### config.mk
export PLATFORM = sky130hd
export DESIGN_NAME = breakpoint_table_interpolator
export DESIGN_NICKNAME = d
export VERILOG_FILES = /design/src/rtl/bti_pkg.sv /design/src/rtl/breakpoint_table_interpolator.sv /design/src/rtl/bti_cell.sv /design/src/rtl/bti_div.sv
export SDC_FILE = /design/constraint.sdc
export NUM_CORES = 2
export LEC_CHECK = 0
export BUFFER_PORTS_ARGS = -buffer_cell sky130_fd_sc_hd__buf_2
export CAP_MARGIN = 20
export CORE_MARGIN = 4
export CORE_UTILIZATION = 63
export DETAILED_ROUTE_END_ITERATION = 10
export PLACE_DENSITY = 0.79
export SYNTH_ARGS = -nofsm -noshare
export SYNTH_HDL_FRONTEND = slang
export SYNTH_SLANG_ARGS = --single-unit
### constraint.sdc
create_clock -name clock -period 10.6 [get_ports clock]
set_clock_uncertainty 0.15 [all_clocks]
set_input_delay 1.59 -clock clock [delete_from_list [all_inputs] [get_ports clock]]
set_output_delay 1.59 -clock clock [all_outputs]
set_load 0.02 [all_outputs]
### src/rtl/bti_pkg.sv
// Shared types, codes and sizes for the breakpoint table interpolator.
`default_nettype none

package bti_pkg;

   // Table size and the widths that follow from it.
   localparam int MaxPoints = 16;
   localparam int CountW    = $clog2(MaxPoints + 1);
   localparam int IndexW    = $clog2(MaxPoints);
   localparam int DivW      = 32;
   localparam int QuoW      = 17;
   localparam int DivCntW   = $clog2(DivW);

   // Register index of the interpolation mode register.
   localparam int RegInterpMode = 0;

   typedef enum logic [1:0] {
      OP_LOAD  = 2'd0,
      OP_QUERY = 2'd1,
      OP_CLEAR = 2'd2,
      OP_NONE  = 2'd3
   } op_type;

   typedef enum logic [1:0] {
      STAT_OK      = 2'd0,
      STAT_EMPTY   = 2'd1,
      STAT_NOTRISE = 2'd2,
      STAT_FULL    = 2'd3
   } status_type;

   typedef enum logic [2:0] {
      S_IDLE,
      S_SCAN,
      S_MUL,
      S_DIV,
      S_FINISH
   } state_type;

   // Query token that travels along the row of cells.
   typedef struct packed {
      logic               valid;
      logic               below;
      logic               have_hi;
      logic signed [15:0] pos;
      logic signed [15:0] lo_x;
      logic signed [15:0] lo_y;
      logic signed [15:0] hi_x;
      logic signed [15:0] hi_y;
   } token_type;

   // Write of one breakpoint into a cell.
   typedef struct packed {
      logic               en;
      logic signed [15:0] x;
      logic signed [15:0] y;
   } point_wr_type;

endpackage

`default_nettype wire

### src/rtl/breakpoint_table_interpolator.sv
// Top level of the breakpoint table interpolator: control, cell row and divider.
//
//   channel   direction  handshake             contents
//   req_      in         tvalid/tready         tuser op, tdata pos and level
//   rsp_      out        tvalid/tready         tuser status, tdata value and count
//   csr_      in         psel/penable/pready   interp_mode at address 0
//
// Load, clear and unused ops go from idle straight to the finish state. A query on a
// filled table passes its token along the row of 16 cells, then takes a multiply and
// the one-bit-per-cycle divider (linear answers only; step answers skip these).
// Reset is synchronous and empties the table; mode returns to linear.
// One item is worked on at a time; a finished result waits in the output register
// while the next item is taken in.
`default_nettype none

module breakpoint_table_interpolator (
   input  wire         clock,
   input  wire         reset,
   input  wire         req_tvalid,
   output logic        req_tready,
   input  wire  [1:0]  req_tuser,   // op
   input  wire  [31:0] req_tdata,   // pos, level
   output logic        rsp_tvalid,
   input  wire         rsp_tready,
   output logic [1:0]  rsp_tuser,   // status
   output logic [23:0] rsp_tdata,   // value, point_count, zero fill
   input  wire         csr_psel,
   input  wire         csr_penable,
   input  wire         csr_pwrite,
   input  wire  [2:0]  csr_paddr,
   input  wire  [31:0] csr_pwdata,
   output logic [31:0] csr_prdata,
   output logic        csr_pready
);

   bti_pkg::state_type              state_ff, state_in;
   logic [bti_pkg::CountW-1:0]      count_ff, count_in;
   logic signed [15:0]              last_x_ff, last_x_in;
   logic                            mode_ff;
   logic                            rsp_valid_ff, rsp_valid_in;
   logic signed [15:0]              rsp_value_ff, rsp_value_in;
   bti_pkg::status_type             rsp_status_ff, rsp_status_in;
   logic [bti_pkg::CountW-1:0]      rsp_count_ff, rsp_count_in;
   logic signed [15:0]              val_ff, val_in;
   bti_pkg::status_type             stat_ff, stat_in;
   logic signed [15:0]              lo_y_ff, lo_y_in;
   logic [15:0]                     dx_ff, dx_in;
   logic signed [16:0]              dy_ff, dy_in;
   logic [15:0]                     t_ff, t_in;
   logic                            neg_ff, neg_in;

   bti_pkg::op_type                 op;
   logic signed [15:0]              pos;
   logic signed [15:0]              level;
   logic                            accept;
   logic                            load_ok;
   bti_pkg::token_type              inject;
   bti_pkg::token_type              chain [bti_pkg::MaxPoints+1];
   bti_pkg::token_type              done_tok;
   logic signed [16:0]              dx_full, dy_full, t_full;
   logic [15:0]                     dy_mag;
   logic [bti_pkg::DivW-1:0]        product;
   logic                            div_start, div_busy, div_done;
   logic [bti_pkg::QuoW-1:0]        quo;
   logic signed [17:0]              q_signed;
   logic signed [17:0]              sum;

   assign op     = bti_pkg::op_type'(req_tuser);
   assign pos    = req_tdata[15:0];
   assign level  = req_tdata[31:16];
   assign accept = req_tvalid && req_tready;
   assign req_tready = (state_ff == bti_pkg::S_IDLE);

   // Configuration port.
   assign csr_pready = 1'b1;
   assign csr_prdata = (csr_paddr == 3'(4 * bti_pkg::RegInterpMode)) ? {31'd0, mode_ff} : '0;

   always_ff @(posedge clock) begin
      if (reset) begin
         mode_ff <= 1'b1;
      end else if (csr_psel && csr_penable && csr_pwrite && csr_pready &&
                   csr_paddr == 3'(4 * bti_pkg::RegInterpMode)) begin
         mode_ff <= csr_pwdata[0];
      end
   end

   // Load acceptance and query injection.
   assign load_ok = accept && op == bti_pkg::OP_LOAD &&
                    count_ff != bti_pkg::CountW'(bti_pkg::MaxPoints) &&
                    (count_ff == '0 || pos > last_x_ff);

   always_comb begin
      inject       = '0;
      inject.valid = accept && op == bti_pkg::OP_QUERY && count_ff != '0;
      inject.pos   = pos;
   end

   assign chain[0] = inject;

   // Row of breakpoint cells.
   for (genvar i = 0; i < bti_pkg::MaxPoints; i++) begin : g_cell
      bti_pkg::point_wr_type wr;
      always_comb begin
         wr.en = load_ok && count_ff[bti_pkg::IndexW-1:0] == bti_pkg::IndexW'(i);
         wr.x  = pos;
         wr.y  = level;
      end
      bti_cell u_cell (
         .clock    (clock),
         .reset    (reset),
         .is_first (i == 0),
         .active   (count_ff > bti_pkg::CountW'(i)),
         .wr       (wr),
         .tok_in   (chain[i]),
         .tok_out  (chain[i+1])
      );
   end

   assign done_tok = chain[bti_pkg::MaxPoints];

   // Segment differences for the interpolation.
   assign dx_full = 17'(done_tok.hi_x) - 17'(done_tok.lo_x);
   assign dy_full = 17'(done_tok.hi_y) - 17'(done_tok.lo_y);
   assign t_full  = 17'(done_tok.pos) - 17'(done_tok.lo_x);
   assign dy_mag  = dy_ff[16] ? 16'(-dy_ff) : dy_ff[15:0];
   assign product = 32'(dy_mag) * 32'(t_ff);
   assign div_start = (state_ff == bti_pkg::S_MUL);

   bti_div u_div (
      .clock    (clock),
      .reset    (reset),
      .start    (div_start),
      .dividend (product),
      .divisor  (dx_ff),
      .busy     (div_busy),
      .done     (div_done),
      .quotient (quo)
   );

   assign q_signed = neg_ff ? -$signed({1'b0, quo}) : $signed({1'b0, quo});
   assign sum      = 18'(lo_y_ff) + q_signed;

   // Sequencer: next state and datapath updates.
   always_comb begin
      state_in      = state_ff;
      count_in      = count_ff;
      last_x_in     = last_x_ff;
      val_in        = val_ff;
      stat_in       = stat_ff;
      lo_y_in       = lo_y_ff;
      dx_in         = dx_ff;
      dy_in         = dy_ff;
      t_in          = t_ff;
      neg_in        = neg_ff;
      rsp_valid_in  = rsp_valid_ff && !rsp_tready;
      rsp_value_in  = rsp_value_ff;
      rsp_status_in = rsp_status_ff;
      rsp_count_in  = rsp_count_ff;
      case (state_ff)
         bti_pkg::S_IDLE: begin
            if (accept) begin
               val_in   = '0;
               stat_in  = bti_pkg::STAT_OK;
               state_in = bti_pkg::S_FINISH;
               case (op)
                  bti_pkg::OP_LOAD: begin
                     if (count_ff == bti_pkg::CountW'(bti_pkg::MaxPoints)) begin
                        stat_in = bti_pkg::STAT_FULL;
                     end else if (!load_ok) begin
                        stat_in = bti_pkg::STAT_NOTRISE;
                     end else begin
                        count_in  = count_ff + 1'b1;
                        last_x_in = pos;
                     end
                  end
                  bti_pkg::OP_QUERY: begin
                     if (count_ff == '0) begin
                        stat_in = bti_pkg::STAT_EMPTY;
                     end else begin
                        state_in = bti_pkg::S_SCAN;
                     end
                  end
                  bti_pkg::OP_CLEAR: begin
                     count_in = '0;
                  end
                  default: begin
                  end
               endcase
            end
         end
         bti_pkg::S_SCAN: begin
            if (done_tok.valid) begin
               lo_y_in = done_tok.lo_y;
               dx_in   = dx_full[15:0];
               dy_in   = dy_full;
               t_in    = t_full[15:0];
               if (!mode_ff || done_tok.below || !done_tok.have_hi ||
                   done_tok.pos == done_tok.lo_x) begin
                  val_in   = done_tok.lo_y;
                  state_in = bti_pkg::S_FINISH;
               end else begin
                  state_in = bti_pkg::S_MUL;
               end
            end
         end
         bti_pkg::S_MUL: begin
            neg_in   = dy_ff[16];
            state_in = bti_pkg::S_DIV;
         end
         bti_pkg::S_DIV: begin
            if (div_done) begin
               val_in   = sum[15:0];
               state_in = bti_pkg::S_FINISH;
            end
         end
         bti_pkg::S_FINISH: begin
            if (!rsp_valid_ff || rsp_tready) begin
               rsp_valid_in  = 1'b1;
               rsp_value_in  = val_ff;
               rsp_status_in = stat_ff;
               rsp_count_in  = count_ff;
               state_in      = bti_pkg::S_IDLE;
            end
         end
         default: begin
            state_in = bti_pkg::S_IDLE;
         end
      endcase
   end

   always_ff @(posedge clock) begin
      if (reset) begin
         state_ff     <= bti_pkg::S_IDLE;
         count_ff     <= '0;
         rsp_valid_ff <= 1'b0;
      end else begin
         state_ff     <= state_in;
         count_ff     <= count_in;
         rsp_valid_ff <= rsp_valid_in;
      end
   end

   always_ff @(posedge clock) begin
      last_x_ff     <= last_x_in;
      val_ff        <= val_in;
      stat_ff       <= stat_in;
      lo_y_ff       <= lo_y_in;
      dx_ff         <= dx_in;
      dy_ff         <= dy_in;
      t_ff          <= t_in;
      neg_ff        <= neg_in;
      rsp_value_ff  <= rsp_value_in;
      rsp_status_ff <= rsp_status_in;
      rsp_count_ff  <= rsp_count_in;
   end

   // Result channel; the count is captured with the result so that a waiting
   // result keeps its own count while the next item is taken in.
   assign rsp_tvalid = rsp_valid_ff;
   assign rsp_tuser  = rsp_status_ff;
   assign rsp_tdata  = {3'd0, rsp_count_ff, rsp_value_ff};

   // Checks on the control logic.
   a_count_range: assert property (@(posedge clock) disable iff (reset)
      count_ff <= bti_pkg::CountW'(bti_pkg::MaxPoints))
      else $error("breakpoint count above table size");

   a_div_idle: assert property (@(posedge clock) disable iff (reset)
      state_ff == bti_pkg::S_IDLE |-> !div_busy)
      else $error("divider busy while sequencer idle");

   a_empty_zero: assert property (@(posedge clock) disable iff (reset)
      rsp_valid_ff && rsp_status_ff == bti_pkg::STAT_EMPTY |-> rsp_value_ff == '0)
      else $error("empty-table result carries a value");

   a_token_scan: assert property (@(posedge clock) disable iff (reset)
      done_tok.valid |-> state_ff == bti_pkg::S_SCAN)
      else $error("query token left the row outside a scan");

endmodule

`default_nettype wire

### src/rtl/bti_cell.sv
// One cell of the breakpoint row: holds one point and refines the passing query token.
`default_nettype none

module bti_cell (
   input  wire                  clock,
   input  wire                  reset,
   input  wire                  is_first,
   input  wire                  active,
   input  bti_pkg::point_wr_type wr,
   input  bti_pkg::token_type   tok_in,
   output bti_pkg::token_type   tok_out
);

   logic signed [15:0] x_ff;
   logic signed [15:0] y_ff;
   bti_pkg::token_type tok_ff;
   bti_pkg::token_type tok_in_next;

   // Breakpoint storage.
   always_ff @(posedge clock) begin
      if (wr.en) begin
         x_ff <= wr.x;
         y_ff <= wr.y;
      end
   end

   // The first cell always seeds the left point; later cells move it right or set the right point.
   always_comb begin
      tok_in_next = tok_in;
      if (tok_in.valid && active) begin
         if (is_first) begin
            tok_in_next.lo_x    = x_ff;
            tok_in_next.lo_y    = y_ff;
            tok_in_next.below   = (x_ff > tok_in.pos);
            tok_in_next.have_hi = 1'b0;
         end else if (x_ff <= tok_in.pos) begin
            tok_in_next.lo_x    = x_ff;
            tok_in_next.lo_y    = y_ff;
            tok_in_next.below   = 1'b0;
            tok_in_next.have_hi = 1'b0;
         end else if (!tok_in.have_hi) begin
            tok_in_next.hi_x    = x_ff;
            tok_in_next.hi_y    = y_ff;
            tok_in_next.have_hi = 1'b1;
         end
      end
   end

   // Hand the token to the next cell.
   always_ff @(posedge clock) begin
      if (reset) begin
         tok_ff <= '0;
      end else begin
         tok_ff <= tok_in_next;
      end
   end

   assign tok_out = tok_ff;

endmodule

`default_nettype wire

### src/rtl/bti_div.sv
// Restoring unsigned divider, one quotient bit per cycle.
`default_nettype none

module bti_div (
   input  wire                          clock,
   input  wire                          reset,
   input  wire                          start,
   input  wire [bti_pkg::DivW-1:0]      dividend,
   input  wire [15:0]                   divisor,
   output logic                         busy,
   output logic                         done,
   output logic [bti_pkg::QuoW-1:0]     quotient
);

   logic                         busy_ff, busy_in;
   logic                         done_ff, done_in;
   logic [bti_pkg::DivCntW-1:0]  cnt_ff, cnt_in;
   logic [15:0]                  rem_ff, rem_in;
   logic [bti_pkg::DivW-1:0]     quo_ff, quo_in;
   logic [15:0]                  dvs_ff, dvs_in;
   logic [16:0]                  trial;

   // One shift and subtract step.
   always_comb begin
      trial   = {rem_ff, quo_ff[bti_pkg::DivW-1]};
      busy_in = busy_ff;
      done_in = 1'b0;
      cnt_in  = cnt_ff;
      rem_in  = rem_ff;
      quo_in  = quo_ff;
      dvs_in  = dvs_ff;
      if (start) begin
         busy_in = 1'b1;
         cnt_in  = '0;
         rem_in  = '0;
         quo_in  = dividend;
         dvs_in  = divisor;
      end else if (busy_ff) begin
         if (trial >= {1'b0, dvs_ff}) begin
            rem_in = 16'(trial - {1'b0, dvs_ff});
            quo_in = {quo_ff[bti_pkg::DivW-2:0], 1'b1};
         end else begin
            rem_in = trial[15:0];
            quo_in = {quo_ff[bti_pkg::DivW-2:0], 1'b0};
         end
         cnt_in = cnt_ff + 1'b1;
         if (cnt_ff == bti_pkg::DivCntW'(bti_pkg::DivW - 1)) begin
            busy_in = 1'b0;
            done_in = 1'b1;
         end
      end
   end

   always_ff @(posedge clock) begin
      if (reset) begin
         busy_ff <= 1'b0;
         done_ff <= 1'b0;
      end else begin
         busy_ff <= busy_in;
         done_ff <= done_in;
      end
   end

   always_ff @(posedge clock) begin
      cnt_ff <= cnt_in;
      rem_ff <= rem_in;
      quo_ff <= quo_in;
      dvs_ff <= dvs_in;
   end

   assign busy     = busy_ff;
   assign done     = done_ff;
   assign quotient = quo_ff[bti_pkg::QuoW-1:0];

endmodule

`default_nettype wire
==> summary.txt <==
outcome: finished, final reports clean
vias in the first global route: 54.75k
Design Area, Final: 94,710 um2
postcts setup bufs: 0
EDFF count, synth: 683
num ports: 137
Final min period: 8.520 ns
post-cts resize count: 0
Internal: 11,980 uW
largest net degree at the start of global routing: 254
final worst path period share: 0.8038
DR iter-0 viols: 3,150
sw frac: 0.2048
fraction of registers with async set/reset: 0
switching power: 3084 uW
CTS clk-pin slew, worst paths: 0.07 ns
sequential share of the synthesized area: 0.5453
Hold Vio Cnt, Final: 0
Worst Tran Pin Value: 1.103 ns
Rows: 135
Worst R2R Setup Slack: 2.08 ns
share of cells above drive strength 1: 0.06795
Cells after Synth: 7,807
RSZ-0062 raised after global routing: false
Main synth FF type: dfxtp_1
crit path kind: register to register
Max Slew Vio Count: 0
Die ar.: 143,100 um2
dpl cells: 9,393
area post-placement: 88,260 um2
CP dominant cell by count: fa_1
WL per Instance: 17.39 um
final wirelength: 169,700 um
clock power share: 0.442
HP Start: dx_ff[7]
clk_lat worst skew: 0.82 ns
vias post-DR: 52.62k
Clock Path Buffers: 3
hold depth: 0
CP endpoint kind: register
area grow syn2layout: 9.668%
hold buffers post-CTS: 0
pwr/cell area: 159.0 nW/um2
Synth cell types: 87
Combinational Power Share: 0.026
VDD IR-drop max: 0.0001653 V
Die X: 378.2 um
Final Setup Violations: 0
Clock Root Buffer: clkbuf_16
slowest stage cell, crit path: edfxtp_1
ANT nets after route: 0
Finished Layout Cells: 9,758
H-tree depth: 4
worst hold endpoint: u_div.dvs_ff[7]
Critical R2R Capture: u_div.quo_ff[27]
total negative setup slack: 0 ns
GRT Util Overall: 0.2401
DRC viols: 0
synthesized cell area: 86,360 um2
Ys Warns: 0
Max-Cap Viols: 0
DR vias/cell: 5.392
worst min-delay path class: register to register
R2R Path Start: dy_ff[0]
number of buffers created by CTS: 190
initial antenna violation count: 3
nets@finish: 8,548
Synth Register Bits: 2,011
Reg power frac: 0.532
worst path bufs/invs: 4
Fmax achieved: 0.1174 GHz
Core Area: 135,800 um2
Top Family by Delay on Critical Path: adder cells
Worst path max stage delay: 0.96 ns
Fill cells: 9,593
Buffers on Ports: 70
largest fanout on the critical path: 18
Initial Util: 0.6359
Detailed Routing Iterations Pass 1: 6
slew margin rel.: 0.2609
DIE HEIGHT: 378.2 um
R2R depth: 24
grt total ovfl: 0
arrival time at the worst endpoint: 8.91 ns
Syn Area/Cell: 11.06 um2
CTS Sinks: 2,011
CP Launch Type: register
first-pass GRT wire length: 277,600 um
CP Data Required Time: 10.99 ns
CTS tree: yes
Cell Chain, Critical Path: inv_1 -> ha_1 -> nand2b_1 -> o31ai_1 -> xnor2_2 -> nand2_1 -> fa_1 -> inv_1 -> fa_1 -> fa_1 -> fa_1 -> fa_1 -> inv_1 -> fa_1 -> inv_1 -> ha_1 -> a21oi_1 -> o21ai_0 -> a31oi_1 -> nand2_1 -> a211oi_1 -> o41a_1 -> xor2_1 -> o21ai_0
Static Leakage: 0.03826 uW
GPL Wtd Cong: 0.8993
Detail Placement HPWL: 120,700 um
==> cell usage in the layout, fill, tap and decap left out, types with 11 or more instances in the layout <==
master,count
nand2b_1,384
o31a_1,14
nor3_1,55
and3_1,12
o21a_1,44
clkbuf_16,195
fa_1,199
a211oi_1,21
ha_1,462
o31ai_1,11
edfxtp_1,683
nand2_1,541
clkbuf_1,40
conb_1,35
o211ai_1,18
buf_2,69
o21bai_1,13
nor3b_1,13
a21o_1,75
xor2_1,32
xnor2_1,77
dfxtp_1,1328
a21oi_1,294
or3_1,23
and2_1,189
nor2_1,962
nand4_1,59
mux2i_1,779
clkinv_2,34
clkinv_1,17
a31oi_1,19
clkbuf_8,35
nor2b_1,75
xnor2_2,11
o21ai_0,176
buf_4,80
nand3b_1,48
nand3_1,45
inv_1,593
==> cells by family (layout without fill, tap and decap cells) <==
family	after synthesis	after routing	share of synthesized area
other	2	36	0.00008696
muxes	783	783	0.09082
xor gates and xnor gates	120	120	0.01217
buffers and inverters	972	1108	0.04601
DFF	2011	2011	0.5453
AOI/OAI and AO/OA	773	773	0.05523
and+or+nand+nor	2485	2485	0.1373
adders and majority gates	661	661	0.1131
==> worst max-delay path by stage <==
| stage | start | endpoint | cells after the start |
|---|---|---|---|
| global route | dy_ff[0] | u_div.quo_ff[27] | 26 |
| detailed placement | dy_ff[0] | u_div.quo_ff[29] | 24 |
| global placement | dy_ff[0] | u_div.quo_ff[27] | 26 |
| finish | dy_ff[0] | u_div.quo_ff[27] | 24 |
| CTS | dy_ff[0] | u_div.quo_ff[29] | 24 |
| floorplan | dy_ff[5] | u_div.quo_ff[29] | 27 |
==> registers in the layout (all words and copies together) (netlist names), 16 cells and up <==
register               flops
last_x_ff                 16
u_div.rem_ff              16
val_ff                    16
t_ff                      16
dy_ff                     17
g_cell.u_cell.y_ff       256
g_cell.u_cell.tok_out   1295
u_div.quo_ff              32
u_div.dvs_ff              16
g_cell.u_cell.x_ff       256
rsp_value_ff              16
lo_y_ff                   16
dx_ff                     16
==> power by group through the flow <==
| stage | clock [uW] | sequential, uW | combinational, uW |
|---|---|---|---|
| finish | 6650 | 8020 | 394 |
| global route | 7090 | 8020 | 438 |
| CTS | 6770 | 8020 | 392 |
| detailed placement | 0 | 8180 | 389 |
| global placement | 0 | 8180 | 374 |
| floorplan | 0 | 8180 | 269 |
==> cell type report <==
cell class / instances / area (um2) / area share
Multi-Input combinational cell: 4857 / 35730 / 0.3773
Sequential cell: 2011 / 47100 / 0.4973
Timing Repair Buffer: 158 / 1137 / 0.01201
Clock inverter: 85 / 765.7 / 0.008085
Inverter: 593 / 2226 / 0.02350
Antenna cell: 1 / 2.502 / 0.00002642
Clock buffer: 272 / 5524 / 0.05833
Tap cell: 1781 / 2228 / 0.02353
==> per-layer routing <==
metal | part of all wire | track usage | wire length [um]
met4 | 0.043 | 0.1042 | 7225
met3 | 0.047 | 0.04117 | 7920
met1 | 0.41 | 0.2881 | 69440
met5 | 0.000047 | 0 | 8
met2 | 0.50 | 0.4258 | 85070
==> cells in the mapped netlist, types with 10 or more instances <==
master     number  area (um2)
edfxtp_1      683       20510
inv_1         593        2226
xor2_1         32       280.3
and2_1        191        1195
xnor2_1        88       770.7
nor3b_1        16       120.1
ha_1          462        5781
a211oi_1       21       157.7
a31oi_1        19       118.9
o31a_1         14       122.6
o21bai_1       13       97.59
o21a_1         44       330.3
nand3_1        48       240.2
o31ai_1        11       82.58
nand4_1        59       369.1
o211ai_1       18       135.1
nand3b_1       48       360.4
clkbuf_1      248       930.9
fa_1          199        3984
a21oi_1       294        1471
or3_1          24       150.1
nor3_1         61       305.3
nor2_1        976        3664
nor2b_1        77       481.7
nand2b_1      384        2402
nand2_1       541        2031
buf_4          66       495.5
o2111ai_1      10       87.58
dfxtp_1      1328       26590
buf_2          62       310.3
mux2i_1       780        7807
and3_1         12       75.07
o21ai_0       176       880.8
a21o_1         76       570.6
==> metrics by stage <==
stage,hold WS (ns),power [uW],util,worst slack (ns)
2_1_floorplan,0.2503,8452,-,3.087
3_3_place_gp,0.2517,8556,0.6499,2.308
3_5_place_dp,0.2552,8572,0.6499,2.189
4_1_cts,0.2625,15180,0.6962,2.164
5_1_grt,0.2651,15550,0.6974,1.635
6_report,0.2608,15060,0.6974,2.080
==> worst reg2reg max path: stages, from the launching register on <==
cell and delay (ns):
edfxtp_1 0.96, inv_1 0.12, ha_1 0.25, nand2b_1 0.15, o31ai_1 0.14, xnor2_2 0.88, nand2_1 0.20, fa_1 0.58
inv_1 0.07, fa_1 0.49, fa_1 0.53, fa_1 0.42, fa_1 0.55, inv_1 0.06, fa_1 0.51, inv_1 0.06
ha_1 0.36, a21oi_1 0.23, o21ai_0 0.13, a31oi_1 0.31, nand2_1 0.24, a211oi_1 0.41, o41a_1 0.23, xor2_1 0.14
o21ai_0 0.08
Note: power is estimated with default switching activity, not from simulation.
